===== src/esp_pkg.sv =====
`default_nettype none

package esp_pkg;

  // Input beat payload, command in the lowest bits.
  typedef struct packed {
    logic       hold_neg;
    logic       hold_pos;
    logic       index_pulse;
    logic       mech_switch;
    logic       end_neg_switch;
    logic       end_pos_switch;
    logic       enc_b;
    logic       enc_a;
    logic [2:0] command;
  } esp_item_t;

  localparam int unsigned ItemBits = $bits(esp_item_t);
  localparam int unsigned InDataBits = 16;
  localparam int unsigned OutDataBits = 48;
  localparam int unsigned PosBits = 32;
  localparam int unsigned CfgAddrBits = 3;
  localparam int unsigned CfgDataBits = 24;
  localparam int unsigned TargetBits = 22;
  localparam int unsigned SettleTicksBits = 24;
  localparam logic [7:0] FullDuty = 8'd255;

  typedef enum logic [2:0] {
    CMD_NONE     = 3'd0,
    CMD_MOVE     = 3'd1,
    CMD_HOME     = 3'd2,
    CMD_END_POS  = 3'd3,
    CMD_END_NEG  = 3'd4,
    CMD_STOP     = 3'd5
  } cmd_t;

  typedef enum logic [3:0] {
    PH_IDLE    = 4'd0,
    PH_FAR     = 4'd1,
    PH_MID     = 4'd2,
    PH_SLOW    = 4'd3,
    PH_LEAVE   = 4'd4,
    PH_SEEK    = 4'd5,
    PH_SETTLE  = 4'd6,
    PH_SEARCH  = 4'd7,
    PH_END_POS = 4'd8,
    PH_END_NEG = 4'd9
  } phase_t;

  // Bit 0 is bridge input A, bit 1 is bridge input B.
  typedef enum logic [1:0] {
    BR_STOP = 2'b00,
    BR_POS  = 2'b01,
    BR_NEG  = 2'b10
  } bridge_t;

  typedef enum logic [2:0] {
    REG_TARGET  = 3'd0,
    REG_FAR_WIN = 3'd1,
    REG_NEAR_WIN = 3'd2,
    REG_FAR_DUTY = 3'd3,
    REG_MID_DUTY = 3'd4,
    REG_SLOW_DUTY = 3'd5,
    REG_SEARCH_DUTY = 3'd6,
    REG_SETTLE = 3'd7
  } reg_idx_t;

  typedef struct packed {
    logic signed [TargetBits-1:0] target_counts;
    logic [15:0]                  far_window;
    logic [15:0]                  near_window;
    logic [7:0]                   far_duty;
    logic [7:0]                   mid_duty;
    logic [7:0]                   slow_duty;
    logic [7:0]                   search_duty;
    logic [SettleTicksBits-1:0]   settle_ticks;
  } esp_cfg_t;

  // Sequencer to encoder counter controls.
  typedef struct packed {
    logic count_en;
    logic clear;
  } esp_cnt_ctl_t;

endpackage

`default_nettype wire


===== src/esp_cfg.sv =====
`default_nettype none

module esp_cfg
  import esp_pkg::*;
(
  input  wire logic                   clk,
  input  wire logic                   rst_n,
  input  wire logic                   cfg_we,
  input  wire logic [CfgAddrBits-1:0] cfg_addr,
  input  wire logic [CfgDataBits-1:0] cfg_wdata,
  output esp_cfg_t                    cfg_r
);

  esp_cfg_t cfg_nxt;

  always_comb begin
    cfg_nxt = cfg_r;
    if (cfg_we) begin
      case (reg_idx_t'(cfg_addr))
        REG_TARGET:      cfg_nxt.target_counts = cfg_wdata[TargetBits-1:0];
        REG_FAR_WIN:     cfg_nxt.far_window = cfg_wdata[15:0];
        REG_NEAR_WIN:    cfg_nxt.near_window = cfg_wdata[15:0];
        REG_FAR_DUTY:    cfg_nxt.far_duty = cfg_wdata[7:0];
        REG_MID_DUTY:    cfg_nxt.mid_duty = cfg_wdata[7:0];
        REG_SLOW_DUTY:   cfg_nxt.slow_duty = cfg_wdata[7:0];
        REG_SEARCH_DUTY: cfg_nxt.search_duty = cfg_wdata[7:0];
        REG_SETTLE:      cfg_nxt.settle_ticks = cfg_wdata[SettleTicksBits-1:0];
        default:         cfg_nxt = cfg_r;
      endcase
    end
  end

  always_ff @(posedge clk) begin
    if (!rst_n) begin
      cfg_r.target_counts <= '0;
      cfg_r.far_window    <= 16'd5000;
      cfg_r.near_window   <= 16'd1000;
      cfg_r.far_duty      <= 8'd40;
      cfg_r.mid_duty      <= 8'd37;
      cfg_r.slow_duty     <= 8'd33;
      cfg_r.search_duty   <= 8'd35;
      cfg_r.settle_ticks  <= 24'd10;
    end else begin
      cfg_r <= cfg_nxt;
    end
  end

endmodule

`default_nettype wire


===== src/esp_quad.sv =====
`default_nettype none

module esp_quad
  import esp_pkg::*;
#(
  parameter int unsigned COUNT_WIDTH = 32
) (
  input  wire logic                           clk,
  input  wire logic                           rst_n,
  input  wire logic                           advance,
  input  wire logic                           enc_a,
  input  wire logic                           enc_b,
  input  wire esp_cnt_ctl_t                   ctl,
  output logic signed [COUNT_WIDTH-1:0]       count_cnt,
  output logic signed [COUNT_WIDTH-1:0]       count_r,
  output logic                                count_error_r
);

  localparam logic signed [COUNT_WIDTH-1:0] CntMax = {1'b0, {(COUNT_WIDTH-1){1'b1}}};
  localparam logic signed [COUNT_WIDTH-1:0] CntMin = {1'b1, {(COUNT_WIDTH-1){1'b0}}};

  logic                          prev_a_r, prev_b_r;
  logic                          chg_a, chg_b, both, up, dn;
  logic signed [COUNT_WIDTH-1:0] count_nxt;

  always_comb begin
    chg_a = enc_a ^ prev_a_r;
    chg_b = enc_b ^ prev_b_r;
    both  = chg_a & chg_b;
    up    = 1'b0;
    dn    = 1'b0;
    if (!both && ctl.count_en) begin
      if (chg_a) begin
        up = (enc_a == enc_b);
        dn = (enc_a != enc_b);
      end else if (chg_b) begin
        up = (enc_a != enc_b);
        dn = (enc_a == enc_b);
      end
    end
    count_cnt = count_r;
    if (up && count_r != CntMax) count_cnt = count_r + COUNT_WIDTH'(1);
    if (dn && count_r != CntMin) count_cnt = count_r - COUNT_WIDTH'(1);
    // A move start overrides whatever was counted this beat
    count_nxt = ctl.clear ? '0 : count_cnt;
  end

  always_ff @(posedge clk) begin
    if (!rst_n) begin
      prev_a_r      <= 1'b0;
      prev_b_r      <= 1'b0;
      count_r       <= '0;
      count_error_r <= 1'b0;
    end else if (advance) begin
      prev_a_r      <= enc_a;
      prev_b_r      <= enc_b;
      count_r       <= count_nxt;
      count_error_r <= both;
    end
  end

endmodule

`default_nettype wire


===== src/esp_seq.sv =====
`default_nettype none

module esp_seq
  import esp_pkg::*;
#(
  parameter int unsigned COUNT_WIDTH  = 32,
  parameter int unsigned SETTLE_WIDTH = 24
) (
  input  wire logic                          clk,
  input  wire logic                          rst_n,
  input  wire logic                          advance,
  input  wire esp_item_t                     item,
  input  wire esp_cfg_t                      cfg,
  input  wire logic signed [COUNT_WIDTH-1:0] count_cnt,
  output esp_cnt_ctl_t                       ctl,
  output bridge_t                            bridge_r,
  output logic [7:0]                         duty_r,
  output logic                               busy
);

  localparam int unsigned CmpW = ((COUNT_WIDTH > TargetBits + 2) ?
                                  COUNT_WIDTH : TargetBits + 2) + 1;
  localparam int unsigned SetW = (SETTLE_WIDTH > SettleTicksBits) ?
                                 SETTLE_WIDTH : SettleTicksBits;

  phase_t                    phase_r, phase_nxt;
  logic                      move_dir_r, move_dir_nxt;
  logic                      count_en_r, count_en_nxt;
  logic [SETTLE_WIDTH-1:0]   settle_r, settle_nxt, settle_load;
  bridge_t                   bridge_nxt;
  logic [7:0]                duty_nxt;
  logic                      started, clear, hold;
  logic signed [CmpW-1:0]    c_x, t_x, win_x, lo_x, hi_x;
  logic                      before_win, before_tgt;
  logic [SetW-1:0]           ticks_x, lim_x;

  always_comb begin
    c_x   = CmpW'(count_cnt);
    t_x   = CmpW'(cfg.target_counts);
    win_x = (phase_r == PH_FAR) ? CmpW'(cfg.far_window) : CmpW'(cfg.near_window);
    lo_x  = t_x - win_x;
    hi_x  = t_x + win_x;
    before_win = move_dir_r ? (c_x < lo_x) : (c_x > hi_x);
    before_tgt = move_dir_r ? (c_x <= t_x) : (c_x >= t_x);
    hold  = move_dir_r ? item.hold_pos : item.hold_neg;
    ticks_x = SetW'(cfg.settle_ticks);
    lim_x   = SetW'({SETTLE_WIDTH{1'b1}});
    settle_load = SETTLE_WIDTH'((ticks_x > lim_x) ? lim_x : ticks_x);
  end

  always_comb begin
    phase_nxt    = phase_r;
    move_dir_nxt = move_dir_r;
    count_en_nxt = count_en_r;
    settle_nxt   = settle_r;
    bridge_nxt   = bridge_r;
    duty_nxt     = duty_r;
    started      = 1'b0;
    clear        = 1'b0;

    if (cmd_t'(item.command) == CMD_STOP) begin
      started    = 1'b1;
      bridge_nxt = BR_STOP;
      phase_nxt  = PH_IDLE;
    end else if (phase_r == PH_IDLE) begin
      case (cmd_t'(item.command))
        CMD_MOVE: begin
          started      = 1'b1;
          clear        = 1'b1;
          count_en_nxt = 1'b1;
          phase_nxt    = PH_FAR;
          move_dir_nxt = (cfg.target_counts > 0);
          bridge_nxt   = (cfg.target_counts > 0) ? BR_POS : BR_NEG;
          duty_nxt     = cfg.far_duty;
        end
        CMD_HOME: begin
          started      = 1'b1;
          count_en_nxt = 1'b0;
          move_dir_nxt = item.mech_switch;
          phase_nxt    = item.mech_switch ? PH_LEAVE : PH_SEEK;
          bridge_nxt   = item.mech_switch ? BR_POS : BR_NEG;
          duty_nxt     = FullDuty;
        end
        CMD_END_POS: begin
          started      = 1'b1;
          count_en_nxt = 1'b0;
          phase_nxt    = PH_END_POS;
          bridge_nxt   = BR_POS;
          duty_nxt     = FullDuty;
        end
        CMD_END_NEG: begin
          started      = 1'b1;
          count_en_nxt = 1'b0;
          phase_nxt    = PH_END_NEG;
          bridge_nxt   = BR_NEG;
          duty_nxt     = FullDuty;
        end
        default: started = 1'b0;
      endcase
    end

    if (!started) begin
      case (phase_r)
        PH_IDLE: phase_nxt = PH_IDLE;
        PH_FAR: begin
          if (!before_win && !hold) begin
            phase_nxt = PH_MID;
            duty_nxt  = cfg.mid_duty;
          end
        end
        PH_MID: begin
          if (!before_win && !hold) begin
            phase_nxt = PH_SLOW;
            duty_nxt  = cfg.slow_duty;
          end
        end
        PH_SLOW: begin
          if (!before_tgt && !hold) begin
            phase_nxt  = PH_IDLE;
            bridge_nxt = BR_STOP;
          end
        end
        PH_LEAVE, PH_SEEK: begin
          if ((phase_r == PH_LEAVE) ? !item.mech_switch : item.mech_switch) begin
            bridge_nxt = BR_STOP;
            settle_nxt = settle_load;
            phase_nxt  = PH_SETTLE;
          end
        end
        PH_SETTLE: begin
          if (settle_r == '0) begin
            phase_nxt  = PH_SEARCH;
            bridge_nxt = BR_POS;
            duty_nxt   = cfg.search_duty;
          end else begin
            settle_nxt = settle_r - SETTLE_WIDTH'(1);
          end
        end
        PH_SEARCH: begin
          if (item.index_pulse) begin
            if (move_dir_r) begin
              // started from the far side of the switch: home again
              count_en_nxt = 1'b0;
              move_dir_nxt = item.mech_switch;
              phase_nxt    = item.mech_switch ? PH_LEAVE : PH_SEEK;
              bridge_nxt   = item.mech_switch ? BR_POS : BR_NEG;
              duty_nxt     = FullDuty;
            end else begin
              phase_nxt  = PH_IDLE;
              bridge_nxt = BR_STOP;
            end
          end
        end
        PH_END_POS: begin
          if (item.end_pos_switch) begin
            phase_nxt  = PH_IDLE;
            bridge_nxt = BR_STOP;
          end
        end
        PH_END_NEG: begin
          if (item.end_neg_switch) begin
            phase_nxt  = PH_IDLE;
            bridge_nxt = BR_STOP;
          end
        end
        default: phase_nxt = PH_IDLE;
      endcase
    end

    ctl.count_en = count_en_r;
    ctl.clear    = clear;
    busy         = (phase_r != PH_IDLE);
  end

  always_ff @(posedge clk) begin
    if (!rst_n) begin
      phase_r    <= PH_IDLE;
      move_dir_r <= 1'b0;
      count_en_r <= 1'b1;
      settle_r   <= '0;
      bridge_r   <= BR_STOP;
      duty_r     <= '0;
    end else if (advance) begin
      phase_r    <= phase_nxt;
      move_dir_r <= move_dir_nxt;
      count_en_r <= count_en_nxt;
      settle_r   <= settle_nxt;
      bridge_r   <= bridge_nxt;
      duty_r     <= duty_nxt;
    end
  end

endmodule

`default_nettype wire


===== src/encoder_stage_positioner.sv =====
// An accepted beat is held in the input register, then its result in the state.
// Throughput: one beat per cycle unless out_ stalls; the whole tick (decode, count,
//   sequencer step) is one short combinational pass from input register to state.
// Reset: rst_n synchronous, active low; drops both valid flags, loads register
//   defaults, zeroes the count and puts the sequencer in idle with the bridge off.
`default_nettype none

module encoder_stage_positioner
  import esp_pkg::*;
#(
  parameter int unsigned COUNT_WIDTH  = 32,
  parameter int unsigned SETTLE_WIDTH = 24
) (
  input  wire logic                   clk,
  input  wire logic                   rst_n,
  // tdata from bit 0: command[2:0], enc_a, enc_b, end_pos_switch, end_neg_switch,
  // mech_switch, index_pulse, hold_pos, hold_neg, zero fill
  input  wire logic                   in_tvalid,
  output logic                        in_tready,
  input  wire logic [InDataBits-1:0]  in_tdata,
  // tdata from bit 0: bridge_a, bridge_b, duty[7:0], position[31:0], busy_res,
  // count_error, zero fill
  output logic                        out_tvalid,
  input  wire logic                   out_tready,
  output logic [OutDataBits-1:0]      out_tdata,
  input  wire logic                   cfg_we,
  input  wire logic [CfgAddrBits-1:0] cfg_addr,
  input  wire logic [CfgDataBits-1:0] cfg_wdata
);

  logic                          in_valid_r, in_valid_nxt;
  esp_item_t                     item_r;
  logic                          out_valid_r, out_valid_nxt;
  logic                          advance;
  esp_cfg_t                      cfg;
  esp_cnt_ctl_t                  cnt_ctl;
  logic signed [COUNT_WIDTH-1:0] count_cnt, count_r;
  logic                          count_error_r;
  bridge_t                       bridge_r;
  logic [7:0]                    duty_r;
  logic                          busy;
  logic [PosBits-1:0]            position;

  // Advance the held beat whenever the result slot is empty or being drained.
  // The state registers then carry this beat's result until the next advance,
  // so they double as the result register.
  always_comb begin
    advance       = in_valid_r & (~out_valid_r | out_tready);
    in_tready     = ~in_valid_r | advance;
    in_valid_nxt  = (in_tvalid & in_tready) | (in_valid_r & ~advance);
    out_valid_nxt = advance | (out_valid_r & ~out_tready);
  end

  always_ff @(posedge clk) begin
    if (!rst_n) begin
      in_valid_r  <= 1'b0;
      out_valid_r <= 1'b0;
    end else begin
      in_valid_r  <= in_valid_nxt;
      out_valid_r <= out_valid_nxt;
    end
  end

  // Payload holds without reset; load only on an accepted beat.
  always_ff @(posedge clk) begin
    if (in_tvalid && in_tready) begin
      item_r <= esp_item_t'(in_tdata[ItemBits-1:0]);
    end
  end

  esp_cfg u_cfg (
    .clk       (clk),
    .rst_n     (rst_n),
    .cfg_we    (cfg_we),
    .cfg_addr  (cfg_addr),
    .cfg_wdata (cfg_wdata),
    .cfg_r     (cfg)
  );

  esp_quad #(
    .COUNT_WIDTH (COUNT_WIDTH)
  ) u_quad (
    .clk           (clk),
    .rst_n         (rst_n),
    .advance       (advance),
    .enc_a         (item_r.enc_a),
    .enc_b         (item_r.enc_b),
    .ctl           (cnt_ctl),
    .count_cnt     (count_cnt),
    .count_r       (count_r),
    .count_error_r (count_error_r)
  );

  esp_seq #(
    .COUNT_WIDTH  (COUNT_WIDTH),
    .SETTLE_WIDTH (SETTLE_WIDTH)
  ) u_seq (
    .clk       (clk),
    .rst_n     (rst_n),
    .advance   (advance),
    .item      (item_r),
    .cfg       (cfg),
    .count_cnt (count_cnt),
    .ctl       (cnt_ctl),
    .bridge_r  (bridge_r),
    .duty_r    (duty_r),
    .busy      (busy)
  );

  // Position shows the low word of the count, sign extended when narrower.
  generate
    if (COUNT_WIDTH >= PosBits) begin : g_pos_trunc
      assign position = count_r[PosBits-1:0];
    end else begin : g_pos_ext
      assign position = PosBits'(count_r);
    end
  endgenerate

  always_comb begin
    out_tvalid = out_valid_r;
    out_tdata  = {4'b0000, count_error_r, busy, position, duty_r, bridge_r};
  end

endmodule

`default_nettype wire


===== config.mk =====
export PLATFORM = sky130hd
export DESIGN_NAME = encoder_stage_positioner
export DESIGN_NICKNAME = d
export VERILOG_FILES = /design/src/esp_pkg.sv /design/src/esp_cfg.sv /design/src/esp_quad.sv /design/src/esp_seq.sv /design/src/encoder_stage_positioner.sv
export SDC_FILE = /design/constraint.sdc
export NUM_CORES = 1
export LEC_CHECK = 0
export BUFFER_PORTS_ARGS = -buffer_cell sky130_fd_sc_hd__buf_2
export CELL_PAD_IN_SITES_DETAIL_PLACEMENT = 0
export CELL_PAD_IN_SITES_GLOBAL_PLACEMENT = 1
export CORE_UTILIZATION = 49
export CTS_CLUSTER_DIAMETER = 100
export DETAILED_ROUTE_END_ITERATION = 7
export PLACE_DENSITY_LB_ADDON = 0.1
export SKIP_CTS_REPAIR_TIMING = 1
export SLEW_MARGIN = 0
export SYNTH_ARGS = -nofsm -noshare
export SYNTH_HDL_FRONTEND = slang
export SYNTH_SLANG_ARGS = --single-unit
export TNS_END_PERCENT = 30

===== constraint.sdc =====
create_clock -name clk -period 21.7 [get_ports clk]
set_clock_uncertainty 0.1 [all_clocks]
set_input_delay 2.17 -clock clk [delete_from_list [all_inputs] [get_ports clk]]
set_output_delay 2.17 -clock clk [all_outputs]
set_load 0.05 [all_outputs]

## After elaboration in Yosys (flattened, before gate mapping)

Index checks and enable logic that the tools add are counted.

- Input port bits: 48
- Register bits: 198
- Output and inout bits: 50
- Word-level logic and storage cells: 188

- $lt $le $gt $ge: 6
- Add/sub/neg operators: 5
- Bitwise logic cells: 16
- Multiplexer cells: 77
- Equality and inequality tests: 27
- Reductions and logical operators: 28

Operators with widths:

| operator | number |
|---|---|
| $mux 32 | 3 |
| $mux 24 | 3 |
| $mux 8 | 8 |
| $ne 32x32->1 const B | 2 |
| $mux 4 | 12 |
| $pmux 24 s2 | 1 |
| $gt 32x33->1 | 1 |
| $lt 32x33->1 | 1 |
| $add 32x2->32 const B | 1 |
| $ge 32x22->1 | 1 |
| $le 32x22->1 | 1 |
| $pmux 4 s8 | 1 |
| $pmux 8 s4 | 1 |
| $sub 32x2->32 const B | 1 |
| $mux 1 | 29 |
| $gt 24x24->1 const B | 1 |
| $logic_not 24->1 | 1 |
| $mux 2 | 12 |
| $sub 24x1->24 const B | 1 |
| $add 22x17->23 | 1 |
| $sub 22x17->23 | 1 |
| $gt 22x1->1 const B | 1 |
| $eq 3x3->1 const B | 6 |
| $eq 4x3->1 const B | 4 |
| 30 further kinds | 65 |

## Longest topological paths before layout

Gate-level depths: netlist of run 1.

- Depth after elaboration: 15
- Depth in mapped cells: 33
- Depth with buffers taken out: 29

## By module

Synthesis of run 1 repeated with hierarchy kept, for this count alone.

- Cells, all modules: 1972
- Area, all modules: 15514.9 µm²

By module, submodules not included:

| module | instances | area each (µm²) | seq. area each (µm²) | cells an instance |
|---|---|---|---|---|
| esp_seq | 1 | 7552.2 | 800.8 | 1095 |
| esp_cfg | 1 | 4192.8 | 2202.1 | 407 |
| esp_quad | 1 | 3286.9 | 700.7 | 443 |
| encoder_stage_positioner | 1 | 483.0 | 370.4 | 27 |

## Least setup slack after synthesis of run 1

OpenSTA, ideal clock, no wires.

- Path kind: flip-flop to flip-flop
- Start: register u_seq.phase_r[1]
- End: register u_seq.phase_r[0]
- Data arrival time: 6.809 ns
- Data required time: 21.478 ns
- Stages on the path, launching flop included: 33
- Path buffers: 6
- Slack: 14.669 ns
- Setup time: 0.122 ns
- Clock period less this slack: 7.031 ns
- Cell sequence: dfxtp_1 clkbuf_1 buf_1 nor3_1 clkbuf_1 nand2_1 nand2_1 ha_1 clkbuf_1 a21oi_1 o21bai_1 a21oi_1 o21bai_1 a21oi_1 o21bai_1 a2111oi_0 nor4_1 nor4_1 nor3_1 ha_1 nand3_1 nor3_1 nand4_1 a21oi_1 o21a_1 a31oi_1 or4b_1 a221o_1 o21a_1 buf_6 buf_6 a211oi_2 o21ai_1

- Word-level cells in the longest chain between the ends: 10
- Elaborated cells on any way between the ends: 34
- Those cells by class: add/sub (2); order compare (2); eq/ne (9); mux (17); reduce/logical (4)

Ends and longest elaborated chain:

| element | RTL line | text |
|---|---|---|
| from (decl) | esp_seq.sv:26 | `phase_t phase_r, phase_nxt;` |
| from (signal assigned) | esp_seq.sv:184 | `phase_r <= phase_nxt;` |
| $eq 4x1->1 | esp_seq.sv:40, esp_seq.sv:103 |  |
| $mux 16 | esp_seq.sv:40 | `win_x = (phase_r == PH_FAR) ? CmpW'(cfg.far_window) : CmpW'(cfg.near_window);` |
| $add 22x17->23 / $sub 22x17->23 (equally long branches) | esp_seq.sv:42, esp_seq.sv:41 |  |
| $gt 32x33->1 / $lt 32x33->1 (equally long branches) | esp_seq.sv:43 | `before_win = move_dir_r ? (c_x < lo_x) : (c_x > hi_x);` |
| $mux 1 | esp_seq.sv:43 |  |
| $logic_not 1->1 | esp_seq.sv:106, esp_seq.sv:112 |  |
| $logic_and 1x1->1 | esp_seq.sv:106, esp_seq.sv:112 |  |
| $mux 4 (on tied branches) | esp_seq.sv:112, esp_seq.sv:106 |  |
| $pmux 4 s8 | esp_seq.sv:103 | `case (phase_r)` |
| $mux 4 * | esp_seq.sv:102 | `if (!started) begin` |

Every way passes the cells marked *; elsewhere a longest branch is shown, timed or not.
A chain may end at the register's enable or synchronous reset.

## Worst setup path in the final report of run 1

- Start: register u_seq.phase_r[0]
- End: register u_seq.duty_r[7]

- Word-level cells in the longest chain between the ends: 10
- Elaborated cells on any way between the ends: 24
- Those cells by class: add/sub (2); order compare (2); eq/ne (4); mux (13); reduce/logical (3)

Ends and longest elaborated chain:

| element | RTL line | text |
|---|---|---|
| $eq 4x1->1 | esp_seq.sv:40, esp_seq.sv:103 |  |
| $mux 16 | esp_seq.sv:40 |  |
| $add 22x17->23 / $sub 22x17->23 (equally long branches) | esp_seq.sv:42, esp_seq.sv:41 |  |
| $gt 32x33->1 / $lt 32x33->1 (equally long branches) | esp_seq.sv:43 |  |
| $mux 1 | esp_seq.sv:43 |  |
| $logic_not 1->1 | esp_seq.sv:106, esp_seq.sv:112 |  |
| $logic_and 1x1->1 | esp_seq.sv:106, esp_seq.sv:112 |  |
| $mux 8 (on tied branches) | esp_seq.sv:112, esp_seq.sv:106 |  |
| $pmux 8 s4 | esp_seq.sv:103 |  |
| $mux 8 * | esp_seq.sv:102 |  |
| to (signal assigned) | esp_seq.sv:189 | `duty_r <= duty_nxt;` |
| to (decl) | esp_seq.sv:17 | `output logic [7:0] duty_r,` |

Marked as above.

==> report_table.html, run 1 <==
<table>
<tr><th>Metric</th><th>Value</th></tr>
<tr><th colspan="2">Logic synthesis</th></tr>
<tr><td>Most common cell in the netlist</td><td>sky130_fd_sc_hd__nand2_1</td></tr>
<tr><td>Most used standard cells in the synthesized netlist</td><td>393 x sky130_fd_sc_hd__nand2_1, 207 x sky130_fd_sc_hd__a21oi_1, 187 x sky130_fd_sc_hd__dfxtp_1, 160 x sky130_fd_sc_hd__nor2_1, 122 x sky130_fd_sc_hd__ha_1</td></tr>
<tr><td>Adder-Cell Fraction of Synth Area</td><td>10.78%</td></tr>
<tr><td>Simple-gate share of the synthesized area</td><td>28.68%</td></tr>
<tr><td>Sequential element share of the synthesized area</td><td>28.04%</td></tr>
<tr><td>Combinational family with the most area after synthesis</td><td>simple AND/OR/NAND/NOR gates</td></tr>
<tr><td>Prevailing post-synth register cell</td><td>sky130_fd_sc_hd__dfxtp_1</td></tr>
<tr><td>Area of the mapped netlist</td><td>14530 µm²</td></tr>
<tr><td>Post-synth top area cell</td><td>sky130_fd_sc_hd__dfxtp_1</td></tr>
<tr><td>Count of cell types in the netlist</td><td>83</td></tr>
<tr><td>Compound-Gate Fraction of Synth Area</td><td>21.84%</td></tr>
<tr><td>Flop and latch count out of synthesis</td><td>198</td></tr>
<tr><td>Share of synthesized area spent on multiplexers</td><td>0.6888%</td></tr>
<tr><td>Gate count of the mapped netlist</td><td>2008</td></tr>
<tr><td>Yosys top cell area share</td><td>25.76%</td></tr>
<tr><td>Xor/xnor cell area share of the yosys netlist</td><td>4.400%</td></tr>
<tr><td>Top area cells in the synthesized netlist</td><td>sky130_fd_sc_hd__dfxtp_1 26%, sky130_fd_sc_hd__ha_1 11%, sky130_fd_sc_hd__nand2_1 10%</td></tr>
<tr><td>Synthesized area per cell</td><td>7.237 µm²</td></tr>
<tr><td>Post-synthesis async set-or-reset flop share</td><td>0%</td></tr>
<tr><td>Warning count from the yosys run</td><td>0</td></tr>
<tr><td>Number of enable flip-flop cells after synthesis</td><td>11</td></tr>
<tr><th colspan="2">CTS</th></tr>
<tr><td>Worst-path clk slew</td><td>0.08 ns</td></tr>
<tr><td>Root cell of the clock tree</td><td>sky130_fd_sc_hd__clkbuf_16</td></tr>
<tr><td>Clk_lat worst skew</td><td>0.47 ns</td></tr>
<tr><td>Maximum number of buffers from clock root to sink</td><td>2</td></tr>
<tr><td>Number of buffers created by CTS</td><td>17</td></tr>
<tr><td>Clock sink count</td><td>198</td></tr>
<tr><td>H-tree depth reported by CTS</td><td>4</td></tr>
<tr><td>Clock tree from TritonCTS</td><td>built</td></tr>
<tr><th colspan="2">Floorplanning</th></tr>
<tr><td>Die area</td><td>30350 µm²</td></tr>
<tr><td>Number of rows created at floorplan</td><td>62</td></tr>
<tr><td>Die extent in y</td><td>174.2 µm</td></tr>
<tr><td>Count of pins on the block boundary</td><td>98</td></tr>
<tr><td>Core area</td><td>28940 µm²</td></tr>
<tr><td>Initial Utilization</td><td>50.22%</td></tr>
<tr><td>Width of the die</td><td>174.2 µm</td></tr>
<tr><th colspan="2">Routing</th></tr>
<tr><td>DRC violations left</td><td>0</td></tr>
<tr><td>Antenna Nets Post-Route</td><td>0</td></tr>
<tr><td>Ratio of routed vias to standard cells</td><td>6.127</td></tr>
<tr><td>Final wirelength</td><td>46.34 mm</td></tr>
<tr><td>Iteration-0 DRC Markers</td><td>1431</td></tr>
<tr><td>Number of vias after detailed routing</td><td>14770</td></tr>
<tr><td>Drt pass-1 iters</td><td>8</td></tr>
<tr><td>Routed wirelength normalized by instance count</td><td>19.23 µm</td></tr>
<tr><th colspan="2">Layout</th></tr>
<tr><td># diodes</td><td>0</td></tr>
<tr><td>Area Overhead vs Synth</td><td>8.111%</td></tr>
<tr><td>Fraction of layout instances using a drive strength above 1</td><td>8.835%</td></tr>
<tr><td>Total number of nets in the final design</td><td>2185</td></tr>
<tr><td>Layout Cells excl Fill</td><td>2410</td></tr>
<tr><th colspan="2">Pwr</th></tr>
<tr><td>Net switching share of the total power</td><td>38.08%</td></tr>
<tr><td>Reg power frac</td><td>36.7%</td></tr>
<tr><td>Static leakage power</td><td>6.405 nW</td></tr>
<tr><td>VDD IR-drop max</td><td>0.00006068 V</td></tr>
<tr><td>Net load switching power</td><td>0.4101 mW</td></tr>
<tr><td>Combinational fraction of design power</td><td>32.1%</td></tr>
<tr><td>P per Cell Area</td><td>68.56 nW/µm²</td></tr>
<tr><td>Design internal power</td><td>0.6669 mW</td></tr>
<tr><td>Proportion of power drawn by the clock network</td><td>31.2%</td></tr>
<tr><th colspan="2">Critical path</th></tr>
<tr><td>CP Capture Type</td><td>flop</td></tr>
<tr><td>Master of the slowest instance on the critical path</td><td>sky130_fd_sc_hd__dfxtp_1</td></tr>
<tr><td>CP bufs+invs</td><td>1</td></tr>
<tr><td>Start-to-end type of the worst setup path</td><td>flop to flop</td></tr>
<tr><td>Critical path's top delay family</td><td>compound AO/OA/AOI/OAI gates</td></tr>
<tr><td>Delay contributed by the slowest stage of the critical path</td><td>0.77 ns</td></tr>
<tr><td>Worst setup SP type</td><td>flop</td></tr>
<tr><td>CP Max Fanout</td><td>25</td></tr>
<tr><td>Required arrival time at the worst endpoint</td><td>21.98 ns</td></tr>
<tr><td>Arrival time of the worst setup path</td><td>9.02 ns</td></tr>
<tr><th colspan="2">Run</th></tr>
<tr><td>Max-capacitance violation count</td><td>0</td></tr>
<tr><th colspan="2">Outcome</th></tr>
<tr><td>Outcome</td><td>complete, no violations</td></tr>
<tr><th colspan="2">GRT</th></tr>
<tr><td>Global-route wire length before repair</td><td>73.97 mm</td></tr>
<tr><td>Via count of the first global-routing pass</td><td>13480</td></tr>
<tr><td>Overall routing resource usage</td><td>30.58%</td></tr>
<tr><td>Overflow after GRT</td><td>0</td></tr>
<tr><td>Largest net degree at the start of global routing</td><td>88</td></tr>
<tr><td>Antenna violations before repair</td><td>2</td></tr>
<tr><th colspan="2">STA</th></tr>
<tr><td>Sum of negative setup slack</td><td>0 ns</td></tr>
<tr><td>Number of setup violations in the final report</td><td>0</td></tr>
<tr><td>Setup repair after global routing missed its margin</td><td>false</td></tr>
<tr><td>Hold Vio Cnt, Final</td><td>0</td></tr>
<tr><td>Final worst path period need</td><td>8.737 ns</td></tr>
<tr><td>Fin. max-slew vios</td><td>0</td></tr>
<tr><td>Worst-Margin Slew</td><td>1.404 ns</td></tr>
<tr><td>Highest clock frequency the design can meet</td><td>114.5 MHz</td></tr>
<tr><td>Final worst-path cycle share</td><td>40.26%</td></tr>
<tr><td>Max-slew headroom</td><td>5.504%</td></tr>
<tr><th colspan="2">Placed design</th></tr>
<tr><td>Count of buffers inserted at the top-level ports</td><td>88</td></tr>
<tr><td>Dpl cells</td><td>2378</td></tr>
<tr><td>Final weighted congestion in routability-driven placement</td><td>0.9414</td></tr>
<tr><td>Total half-perimeter wirelength after legalization and detailed placement</td><td>33.81 mm</td></tr>
<tr><th colspan="2">Min path</th></tr>
<tr><td>Worst hold path class</td><td>flop to flop</td></tr>
</table>
power by group through the flow:
stage	Combinational (mW)	Sequential [mW]	Clock [mW]
2_1_floorplan	0.245	0.409	0
3_3_place_gp	0.334	0.403	0
3_5_place_dp	0.339	0.404	0
4_1_cts	0.341	0.395	0.341
5_1_grt	0.384	0.397	0.355
6_report	0.346	0.395	0.336
flip-flops by register name, summed over array words and instances, names as in the netlist, 2 cells and up:
signal	count
item_r	11
u_seq.settle_r	24
u_quad.count_r	32
u_seq.bridge_r	2
u_seq.phase_r	4
u_cfg.cfg_r	110
u_seq.duty_r	8
placed cells by master (no fill, tap or decap), types with 52 or more instances in the layout:
master                    count
sky130_fd_sc_hd__dfxtp_1    187
sky130_fd_sc_hd__o21ai_0     65
sky130_fd_sc_hd__nand4_1     52
sky130_fd_sc_hd__xnor2_1     55
sky130_fd_sc_hd__ha_1       122
sky130_fd_sc_hd__nor2_1     159
sky130_fd_sc_hd__a21oi_1    207
sky130_fd_sc_hd__nand3_1     69
sky130_fd_sc_hd__inv_1       72
sky130_fd_sc_hd__buf_2       88
sky130_fd_sc_hd__nor3_1      67
sky130_fd_sc_hd__nand2_1    393
worst register-to-register path: cells and delay by family (launching register included):
family          cells  cell delay, ns
compound gates     14            3.79
fa+ha+maj           2            0.68
buf+inv             1            0.26
flops               1            0.77
simple gates       11            2.84
mux                 1            0.22
layout make-up:
cell class | count | area, µm²
multi-input combinational | 1616 | 9689
fill | 2844 | 13230
tap | 384 | 480.5
clock inverter | 15 | 185.2
sequential | 198 | 4074
clock buffer | 17 | 425.4
timing repair buffer | 106 | 575.6
inverter | 74 | 280.3
per-stage QoR:
stage	cell area, µm²	total power [mW]	hold slack [ns]	setup WS (ns)	utilization (%)
finish	15710	1.077	0.3567	12.96	54.29
global route	15710	1.136	0.3756	12.39	54.29
CTS	15710	1.077	0.3573	13.10	54.29
detailed placement	15100	0.7428	0.3465	13.12	52.18
global placement	15100	0.7372	0.3418	13.24	52.18
floorplan	14540	0.6539	0.3319	14.67	-
logic make-up (layout without fill, tap and decap cells):
family | after synthesis | in the layout
and+or+nand+nor | 901 | 901
AOI/OAI and AO/OA | 504 | 504
DFF | 198 | 198
buffers and inverters | 197 | 212
adders and majority gates | 124 | 124
xor gates and xnor gates | 73 | 73
muxes | 10 | 10
other | 1 | 4
final timing paths:
kind         cells past startpoint  slack, ns                            to                     startpoint
max                             29      12.96  u_seq.duty_r[7]$_SDFFE_PN0P_  u_seq.phase_r[0]$_SDFFE_PN0P_
min                              2       0.36  u_cfg.cfg_r[20]$_SDFFE_PN0P_   u_cfg.cfg_r[20]$_SDFFE_PN0P_
max reg2reg                     29      12.96  u_seq.duty_r[7]$_SDFFE_PN0P_  u_seq.phase_r[0]$_SDFFE_PN0P_
min reg2reg                      2       0.36  u_cfg.cfg_r[20]$_SDFFE_PN0P_   u_cfg.cfg_r[20]$_SDFFE_PN0P_
layer usage:
| metal | share of wire, % | global-route usage (%) | wire length [µm] | up-vias |
|---|---|---|---|---|
| li1 | - | - | - | 7164 |
| met2 | 46 | 48.84 | 21080 | 531 |
| met1 | 46 | 42.45 | 21320 | 6992 |
| met3 | 6.4 | 4.353 | 2966 | 75 |
| met4 | 2.0 | 9.211 | 938 | 4 |
| met5 | 0.050 | 0 | 23 | - |
Note: power is estimated with default switching activity, not from simulation.
==> run 2, diff against run 1 <==
--- a/config.mk
+++ b/config.mk
@@ -5,10 +5,11 @@
 export SDC_FILE = /design/constraint.sdc
 export NUM_CORES = 1
 export LEC_CHECK = 0
+export ABC_AREA = 1
 export BUFFER_PORTS_ARGS = -buffer_cell sky130_fd_sc_hd__buf_2
 export CELL_PAD_IN_SITES_DETAIL_PLACEMENT = 0
 export CELL_PAD_IN_SITES_GLOBAL_PLACEMENT = 1
-export CORE_UTILIZATION = 49
+export CORE_UTILIZATION = 40
 export CTS_CLUSTER_DIAMETER = 100
 export DETAILED_ROUTE_END_ITERATION = 7
 export PLACE_DENSITY_LB_ADDON = 0.1
==> constraint.sdc (replaced) <==
create_clock -name clk -period 7.3 [get_ports clk]
set_clock_uncertainty 0.1 [all_clocks]
set_input_delay 0.73 -clock clk [delete_from_list [all_inputs] [get_ports clk]]
set_output_delay 0.73 -clock clk [all_outputs]
set_load 0.05 [all_outputs]
==> report_table.html, run 2 <==
<table>
<tr><th>Metric</th><th>Value</th></tr>
<tr><th colspan="2">Outcome</th></tr>
<tr><td>Outcome</td><td>complete, no violations</td></tr>
<tr><th colspan="2">CTS</th></tr>
<tr><td>Clock sink count</td><td>198</td></tr>
<tr><td>Maximum number of buffers from clock root to sink</td><td>2</td></tr>
<tr><td>Clk_lat worst skew</td><td>0.46 ns</td></tr>
<tr><td>H-tree depth reported by CTS</td><td>4</td></tr>
<tr><td>Root cell of the clock tree</td><td>sky130_fd_sc_hd__clkbuf_16</td></tr>
<tr><td>Worst-path clk slew</td><td>0.08 ns</td></tr>
<tr><td>Number of buffers created by CTS</td><td>17</td></tr>
<tr><td>Clock tree from TritonCTS</td><td>built</td></tr>
<tr><th colspan="2">Logic synthesis</th></tr>
<tr><td>Post-synth top area cell</td><td>sky130_fd_sc_hd__dfxtp_1</td></tr>
<tr><td>Top area cells in the synthesized netlist</td><td>sky130_fd_sc_hd__dfxtp_1 25%, sky130_fd_sc_hd__nand2_1 14%, sky130_fd_sc_hd__ha_1 10%</td></tr>
<tr><td>Warning count from the yosys run</td><td>0</td></tr>
<tr><td>Prevailing post-synth register cell</td><td>sky130_fd_sc_hd__dfxtp_1</td></tr>
<tr><td>Count of cell types in the netlist</td><td>59</td></tr>
<tr><td>Synthesized area per cell</td><td>6.411 µm²</td></tr>
<tr><td>Most common cell in the netlist</td><td>sky130_fd_sc_hd__nand2_1</td></tr>
<tr><td>Area of the mapped netlist</td><td>14870 µm²</td></tr>
<tr><td>Flop and latch count out of synthesis</td><td>198</td></tr>
<tr><td>Sequential element share of the synthesized area</td><td>27.40%</td></tr>
<tr><td>Most used standard cells in the synthesized netlist</td><td>540 x sky130_fd_sc_hd__nand2_1, 324 x sky130_fd_sc_hd__nor2_1, 238 x sky130_fd_sc_hd__inv_1, 190 x sky130_fd_sc_hd__a21oi_1, 187 x sky130_fd_sc_hd__dfxtp_1</td></tr>
<tr><td>Gate count of the mapped netlist</td><td>2319</td></tr>
<tr><td>Yosys top cell area share</td><td>25.18%</td></tr>
<tr><td>Post-synthesis async set-or-reset flop share</td><td>0%</td></tr>
<tr><td>Number of enable flip-flop cells after synthesis</td><td>11</td></tr>
<tr><th colspan="2">STA</th></tr>
<tr><td>Final worst path period need</td><td>6.532 ns</td></tr>
<tr><td>Final worst-path setup slack</td><td>0.7681 ns</td></tr>
<tr><td>Final worst-path cycle share</td><td>89.48%</td></tr>
<tr><td>Fin. max-slew vios</td><td>0</td></tr>
<tr><td>Number of setup violations in the final report</td><td>0</td></tr>
<tr><td>Worst-Margin Slew</td><td>0.9072 ns</td></tr>
<tr><td>Setup repair after global routing missed its margin</td><td>false</td></tr>
<tr><td>Max-slew headroom</td><td>38.75%</td></tr>
<tr><td>Sum of negative setup slack</td><td>0 ns</td></tr>
<tr><td>Highest clock frequency the design can meet</td><td>153.1 MHz</td></tr>
<tr><td>Hold Vio Cnt, Final</td><td>0</td></tr>
<tr><td>Final-layout worst hold slack</td><td>0.3436 ns</td></tr>
<tr><th colspan="2">Run</th></tr>
<tr><td>Max-capacitance violation count</td><td>0</td></tr>
<tr><th colspan="2">Routing</th></tr>
<tr><td>Number of vias after detailed routing</td><td>14960</td></tr>
<tr><td>Routed wirelength normalized by instance count</td><td>17.09 µm</td></tr>
<tr><td>Iteration-0 DRC Markers</td><td>958</td></tr>
<tr><td>Ratio of routed vias to standard cells</td><td>5.275</td></tr>
<tr><td>DRC violations left</td><td>0</td></tr>
<tr><td>Final wirelength</td><td>48.45 mm</td></tr>
<tr><td>Antenna Nets Post-Route</td><td>0</td></tr>
<tr><td>Drt pass-1 iters</td><td>5</td></tr>
<tr><th colspan="2">Critical path</th></tr>
<tr><td>CP dominant cell by count</td><td>sky130_fd_sc_hd__nand2_1</td></tr>
<tr><td>Delay contributed by the slowest stage of the critical path</td><td>0.41 ns</td></tr>
<tr><td>CP Max Fanout</td><td>16</td></tr>
<tr><td>Worst setup SP type</td><td>flop</td></tr>
<tr><td>Arrival time of the worst setup path</td><td>6.82 ns</td></tr>
<tr><td>Required arrival time at the worst endpoint</td><td>7.59 ns</td></tr>
<tr><td>Start-to-end type of the worst setup path</td><td>flop to flop</td></tr>
<tr><td>CP Capture Type</td><td>flop</td></tr>
<tr><td>Master of the slowest instance on the critical path</td><td>sky130_fd_sc_hd__o21ai_0</td></tr>
<tr><td>Depth of the most critical reg-to-reg path</td><td>39</td></tr>
<tr><th colspan="2">Floorplanning</th></tr>
<tr><td>Width of the die</td><td>194.8 µm</td></tr>
<tr><td>Core area</td><td>36610 µm²</td></tr>
<tr><td>Count of pins on the block boundary</td><td>98</td></tr>
<tr><td>Number of rows created at floorplan</td><td>70</td></tr>
<tr><td>Die area</td><td>37940 µm²</td></tr>
<tr><td>Die extent in y</td><td>194.8 µm</td></tr>
<tr><td>Initial Utilization</td><td>40.61%</td></tr>
<tr><th colspan="2">GRT</th></tr>
<tr><td>Overflow after GRT</td><td>0</td></tr>
<tr><td>Global-route wire length before repair</td><td>76.57 mm</td></tr>
<tr><td>Overall routing resource usage</td><td>25.71%</td></tr>
<tr><td>Via count of the first global-routing pass</td><td>13960</td></tr>
<tr><td>Antenna violations before repair</td><td>0</td></tr>
<tr><td>Largest net degree at the start of global routing</td><td>80</td></tr>
<tr><th colspan="2">Layout</th></tr>
<tr><td>Post-Layout Inst Area</td><td>16250 µm²</td></tr>
<tr><td>Area Overhead vs Synth</td><td>9.333%</td></tr>
<tr><td>Top register by number of flip-flops</td><td>u_cfg.cfg_r</td></tr>
<tr><td>Number of flip-flops in the largest register</td><td>110</td></tr>
<tr><td>Fraction of layout instances using a drive strength above 1</td><td>8.538%</td></tr>
<tr><td>Total number of nets in the final design</td><td>2525</td></tr>
<tr><td>Largest regs</td><td>u_cfg.cfg_r x110, u_quad.count_r x32, u_seq.settle_r x24</td></tr>
<tr><td>Most frequent cells in the layout</td><td>539 x sky130_fd_sc_hd__nand2_1, 322 x sky130_fd_sc_hd__nor2_1, 237 x sky130_fd_sc_hd__inv_1</td></tr>
<tr><td>Commonest non-fill, non-tap cell in the layout</td><td>sky130_fd_sc_hd__nand2_1</td></tr>
<tr><td>Fillers</td><td>3902</td></tr>
<tr><th colspan="2">Placed design</th></tr>
<tr><td>Count of buffers inserted at the top-level ports</td><td>88</td></tr>
<tr><td>Total half-perimeter wirelength after legalization and detailed placement</td><td>36.86 mm</td></tr>
<tr><td>Instance area at placement</td><td>15640 µm²</td></tr>
<tr><td>Setup slack after placement</td><td>0.5661 ns</td></tr>
<tr><td>Final weighted congestion in routability-driven placement</td><td>0.9228</td></tr>
<tr><th colspan="2">Min path</th></tr>
<tr><td>Worst hold path class</td><td>primary input to flop</td></tr>
<tr><td>Number of cells on the worst hold path</td><td>1</td></tr>
<tr><th colspan="2">Pwr</th></tr>
<tr><td>Reg power frac</td><td>32.5%</td></tr>
<tr><td>Static leakage power</td><td>7.718 nW</td></tr>
<tr><td>Proportion of power drawn by the clock network</td><td>27.6%</td></tr>
<tr><td>Design internal power</td><td>2.107 mW</td></tr>
<tr><td>Net switching share of the total power</td><td>42.63%</td></tr>
<tr><td>VDD IR-drop max</td><td>0.0001718 V</td></tr>
<tr><td>Net load switching power</td><td>1.566 mW</td></tr>
<tr><td>Combinational fraction of design power</td><td>39.9%</td></tr>
<tr><td>P per Cell Area</td><td>225.9 nW/µm²</td></tr>
</table>
-- run 2: changes by cell type in the layout (fill, tap and decap cells not counted), moves of 23 or more --
cell                      delta
sky130_fd_sc_hd__a21o_1     -24
sky130_fd_sc_hd__a22oi_1    -26
sky130_fd_sc_hd__inv_1     +165
sky130_fd_sc_hd__nand2_1   +146
sky130_fd_sc_hd__nand3_1    +52
sky130_fd_sc_hd__nand4_1    -30
sky130_fd_sc_hd__nor2_1    +163
sky130_fd_sc_hd__nor3_1     -39
sky130_fd_sc_hd__nor4_1     -23
sky130_fd_sc_hd__o21ai_0   +114
sky130_fd_sc_hd__xnor2_1    -47
sky130_fd_sc_hd__xor2_1     +49
-- run 2: path summary, 6_finish.rpt --
path	start	end	slack, ns
worst min-delay path	in_tdata[2]	item_r[2]$_DFFE_PP_	0.34
worst max register to register	u_seq.phase_r[0]$_SDFFE_PN0P_	u_seq.duty_r[2]$_SDFFE_PN0P_	0.77
worst max-delay path	u_seq.phase_r[0]$_SDFFE_PN0P_	u_seq.duty_r[2]$_SDFFE_PN0P_	0.77
worst min register to register	u_cfg.cfg_r[87]$_SDFFE_PN0P_	u_cfg.cfg_r[87]$_SDFFE_PN0P_	0.35
-- run 2: worst max-delay path, delay by kind of cell, from the launching register on --
| kind | cells | cell delay, ns |
|---|---|---|
| AOI/OAI and AO/OA | 11 | 2.13 |
| xor gates and xnor gates | 1 | 0.18 |
| adders and majority gates | 2 | 0.54 |
| buffers and inverters | 7 | 1.15 |
| DFF | 1 | 0.36 |
| and+or+nand+nor | 18 | 1.99 |
-- run 2: per-layer routing --
layer	vias to the layer above	part of all wire (%)	track usage (%)
li1	7675	-	-
met1	6889	47	34.23
met2	330	47	43.37
met3	62	4.2	2.828
met4	0	2.4	8.078
met5	-	0	0
-- run 2: kinds of logic (layout without fill, tap and decap cells) --
family                     count (synthesis)  in the layout  share of synthesized area, %
muxes                                      1              1                       0.06733
adders and majority gates                124            124                         10.54
xor gates and xnor gates                  75             75                         4.418
and+or+nand+nor                         1085           1085                         30.09
AOI/OAI and AO/OA                        478            478                         17.99
DFF                                      198            198                         27.40
other                                      1              5                       0.02522
buffers and inverters                    357            401                         9.477
-- run 2: cell type report --
cell class	instances	area, µm²	area share, %
diodes	1	2.502	0.01540
well taps	468	585.6	3.603
inverters	259	972.2	5.981
repair buffers	110	608.1	3.741
clock inverters	15	180.2	1.108
flip-flops and latches	198	4074	25.06
clock buffers	17	425.4	2.617
multi-input cells	1767	9407	57.87
-- run 2: metrics by stage --
stage	std cells	utilization, %	power (mW)
floorplan	2322	-	2.271
global placement	2802	42.73	2.652
detailed placement	2802	42.73	2.674
CTS	2834	44.38	3.690
global route	2834	44.39	3.925
finish	2835	44.40	3.672
-- run 2: power by group through the flow --
| stage | clock, mW | combinational (mW) | sequential, mW |
|---|---|---|---|
| final | 1.01 | 1.47 | 1.19 |
| after global routing | 1.07 | 1.66 | 1.20 |
| after CTS | 1.03 | 1.46 | 1.19 |
| after detailed placement | 0 | 1.46 | 1.22 |
| after floorplan | 0 | 1.02 | 1.25 |
| after global placement | 0 | 1.43 | 1.22 |
==> run 3, diff against run 2 <==
--- a/config.mk
+++ b/config.mk
@@ -7,9 +7,11 @@
 export LEC_CHECK = 0
 export ABC_AREA = 1
 export BUFFER_PORTS_ARGS = -buffer_cell sky130_fd_sc_hd__buf_2
-export CELL_PAD_IN_SITES_DETAIL_PLACEMENT = 0
-export CELL_PAD_IN_SITES_GLOBAL_PLACEMENT = 1
-export CORE_UTILIZATION = 40
+export CELL_PAD_IN_SITES_DETAIL_PLACEMENT = 2
+export CELL_PAD_IN_SITES_GLOBAL_PLACEMENT = 2
+export CORE_MARGIN = 10
+export CORE_UTILIZATION = 32
+export CTS_BUF_LIST = sky130_fd_sc_hd__clkbuf_8
 export CTS_CLUSTER_DIAMETER = 100
 export DETAILED_ROUTE_END_ITERATION = 7
 export PLACE_DENSITY_LB_ADDON = 0.1
==> report_table.html, run 3 (synthesized netlist as in run 2, its figures left out) <==
<table>
<tr><th>Metric</th><th>Value</th></tr>
<tr><th colspan="2">Layout</th></tr>
<tr><td>Final Util</td><td>35.65%</td></tr>
<tr><td>Most frequent cells in the layout</td><td>539 x sky130_fd_sc_hd__nand2_1, 321 x sky130_fd_sc_hd__nor2_1, 238 x sky130_fd_sc_hd__inv_1</td></tr>
<tr><td>Post-Layout Inst Area</td><td>16280 µm²</td></tr>
<tr><td>Number of flip-flops in the largest register</td><td>110</td></tr>
<tr><td>Top register by number of flip-flops</td><td>u_cfg.cfg_r</td></tr>
<tr><td>Area Overhead vs Synth</td><td>9.536%</td></tr>
<tr><td>Largest regs</td><td>u_cfg.cfg_r x110, u_quad.count_r x32, u_seq.settle_r x24</td></tr>
<tr><td># diodes</td><td>0</td></tr>
<tr><td>Commonest non-fill, non-tap cell in the layout</td><td>sky130_fd_sc_hd__nand2_1</td></tr>
<tr><td>Total number of nets in the final design</td><td>2531</td></tr>
<tr><td>Fraction of layout instances using a drive strength above 1</td><td>8.769%</td></tr>
<tr><th colspan="2">Placed design</th></tr>
<tr><td>Total half-perimeter wirelength after legalization and detailed placement</td><td>47.43 mm</td></tr>
<tr><td>Final weighted congestion in routability-driven placement</td><td>0.8390</td></tr>
<tr><td>Count of buffers inserted at the top-level ports</td><td>88</td></tr>
<tr><td>Instance area at placement</td><td>15850 µm²</td></tr>
<tr><th colspan="2">CTS</th></tr>
<tr><td>Clock tree from TritonCTS</td><td>built</td></tr>
<tr><td>Number of buffers created by CTS</td><td>17</td></tr>
<tr><td>Clock sink count</td><td>198</td></tr>
<tr><td>Worst-path clk slew</td><td>0.11 ns</td></tr>
<tr><td>H-tree depth reported by CTS</td><td>4</td></tr>
<tr><td>Maximum number of buffers from clock root to sink</td><td>2</td></tr>
<tr><td>Root cell of the clock tree</td><td>sky130_fd_sc_hd__clkbuf_8</td></tr>
<tr><td>Clk_lat worst skew</td><td>0.59 ns</td></tr>
<tr><th colspan="2">Critical path</th></tr>
<tr><td>CP Capture Type</td><td>flop</td></tr>
<tr><td>Master of the slowest instance on the critical path</td><td>sky130_fd_sc_hd__fa_1</td></tr>
<tr><td>Start-to-end type of the worst setup path</td><td>flop to flop</td></tr>
<tr><td>Required arrival time at the worst endpoint</td><td>7.71 ns</td></tr>
<tr><td>CP dominant cell by count</td><td>sky130_fd_sc_hd__nand3_1</td></tr>
<tr><td>Arrival time of the worst setup path</td><td>6.99 ns</td></tr>
<tr><td>Worst setup SP type</td><td>flop</td></tr>
<tr><td>CP Max Fanout</td><td>16</td></tr>
<tr><td>Delay contributed by the slowest stage of the critical path</td><td>0.44 ns</td></tr>
<tr><th colspan="2">GRT</th></tr>
<tr><td>Via count of the first global-routing pass</td><td>17270</td></tr>
<tr><td>Overall routing resource usage</td><td>21.77%</td></tr>
<tr><td>Antenna violations before repair</td><td>0</td></tr>
<tr><td>Global-route wire length before repair</td><td>96.60 mm</td></tr>
<tr><td>Largest net degree at the start of global routing</td><td>72</td></tr>
<tr><td>Overflow after GRT</td><td>0</td></tr>
<tr><th colspan="2">STA</th></tr>
<tr><td>Worst-Margin Slew</td><td>0.8746 ns</td></tr>
<tr><td>Sum of negative setup slack</td><td>0 ns</td></tr>
<tr><td>Setup repair after global routing missed its margin</td><td>false</td></tr>
<tr><td>Number of setup violations in the final report</td><td>0</td></tr>
<tr><td>Fin. max-slew vios</td><td>0</td></tr>
<tr><td>Final worst path period need</td><td>6.580 ns</td></tr>
<tr><td>Final worst-path cycle share</td><td>90.13%</td></tr>
<tr><td>Max-slew headroom</td><td>41.33%</td></tr>
<tr><td>Hold Vio Cnt, Final</td><td>0</td></tr>
<tr><td>Highest clock frequency the design can meet</td><td>152.0 MHz</td></tr>
<tr><th colspan="2">Floorplanning</th></tr>
<tr><td>Core area</td><td>45670 µm²</td></tr>
<tr><td>Number of rows created at floorplan</td><td>78</td></tr>
<tr><td>Width of the die</td><td>235.5 µm</td></tr>
<tr><td>Initial Utilization</td><td>32.55%</td></tr>
<tr><td>Count of pins on the block boundary</td><td>98</td></tr>
<tr><td>Die extent in y</td><td>235.5 µm</td></tr>
<tr><td>Die area</td><td>55480 µm²</td></tr>
<tr><th colspan="2">Routing</th></tr>
<tr><td>Iteration-0 DRC Markers</td><td>687</td></tr>
<tr><td>DRC violations left</td><td>0</td></tr>
<tr><td>Final wirelength</td><td>60.79 mm</td></tr>
<tr><td>Drt pass-1 iters</td><td>4</td></tr>
<tr><td>Number of vias after detailed routing</td><td>15810</td></tr>
<tr><td>Antenna Nets Post-Route</td><td>0</td></tr>
<tr><td>Ratio of routed vias to standard cells</td><td>5.318</td></tr>
<tr><td>Routed wirelength normalized by instance count</td><td>20.46 µm</td></tr>
<tr><th colspan="2">Pwr</th></tr>
<tr><td>VDD IR-drop max</td><td>0.0001527 V</td></tr>
<tr><td>P per Cell Area</td><td>220.0 nW/µm²</td></tr>
<tr><td>Tot Pwr</td><td>3.582 mW</td></tr>
<tr><td>Static leakage power</td><td>7.670 nW</td></tr>
<tr><th colspan="2">Min path</th></tr>
<tr><td>Worst hold path class</td><td>primary input to flop</td></tr>
<tr><th colspan="2">Outcome</th></tr>
<tr><td>Outcome</td><td>complete, no violations</td></tr>
<tr><th colspan="2">Run</th></tr>
<tr><td>Max-capacitance violation count</td><td>0</td></tr>
</table>
-- run 3: cell types whose count changed in the layout (fill, tap and decap cells not counted), sizes merged --
cell and change:
buf +6, clkbuf +2, bufinv +1, clkinv -1, clkinvlp -1, diode -1, inv -1
-- run 3: worst paths after layout --
kind                                 startpoint                            to  slack [ns]  cells after the start
hold / removal                      in_tdata[9]           item_r[9]$_DFFE_PP_        0.22                      1
setup / recovery  u_seq.phase_r[3]$_SDFFE_PN0P_  u_seq.duty_r[6]$_SDFFE_PN0P_        0.72                     38
hold reg to reg    u_cfg.cfg_r[82]$_SDFFE_PN0P_  u_cfg.cfg_r[82]$_SDFFE_PN0P_        0.36                      2
setup reg to reg  u_seq.phase_r[3]$_SDFFE_PN0P_  u_seq.duty_r[6]$_SDFFE_PN0P_        0.72                     38
-- run 3: cell type report --
type	count	area, µm²
inverter	259	972.2
clock buffer	19	261.5
tap	600	750.7
clock inverter	13	162.7
fill	5617	29390
timing repair buffer	116	653.1
sequential	198	4074
multi-input combinational	1767	9410
-- run 3: worst max-delay path, delay by kind of cell (launching register included) --
kind	cells	cell delay, ns
buffers and inverters	6	0.97
DFF	1	0.37
AOI/OAI and AO/OA	8	1.71
and+or+nand+nor	21	2.50
adders and majority gates	3	0.85
-- run 3: report_power, final --
group	internal (mW)	switching, mW
logic	0.484	1.07
registers	1.14	0.0593
clock network	0.334	0.494
-- run 3: per-stage QoR --
| step | worst slack (ns) | hold slack [ns] | instances |
|---|---|---|---|
| 2_1_floorplan | 1.530 | 0.3237 | 2322 |
| 3_3_place_gp | 0.6607 | 0.3345 | 2940 |
| 4_1_cts | 0.3938 | 0.1676 | 2972 |
| 5_1_grt | 0.001966 | 0.1620 | 2972 |
| 6_report | 0.7204 | 0.2215 | 2972 |
| 3_5_place_dp | 0.4953 | 0.3437 | 2940 |
-- run 3: per-layer routing --
| layer | track usage [%] | routed length, µm | vias to the layer above |
|---|---|---|---|
| met4 | 5.249 | 1056 | 0 |
| met5 | 0 | 0 | - |
| met2 | 39.04 | 30520 | 142 |
| li1 | - | - | 7680 |
| met3 | 3.602 | 1432 | 50 |
| met1 | 26.42 | 27790 | 7933 |
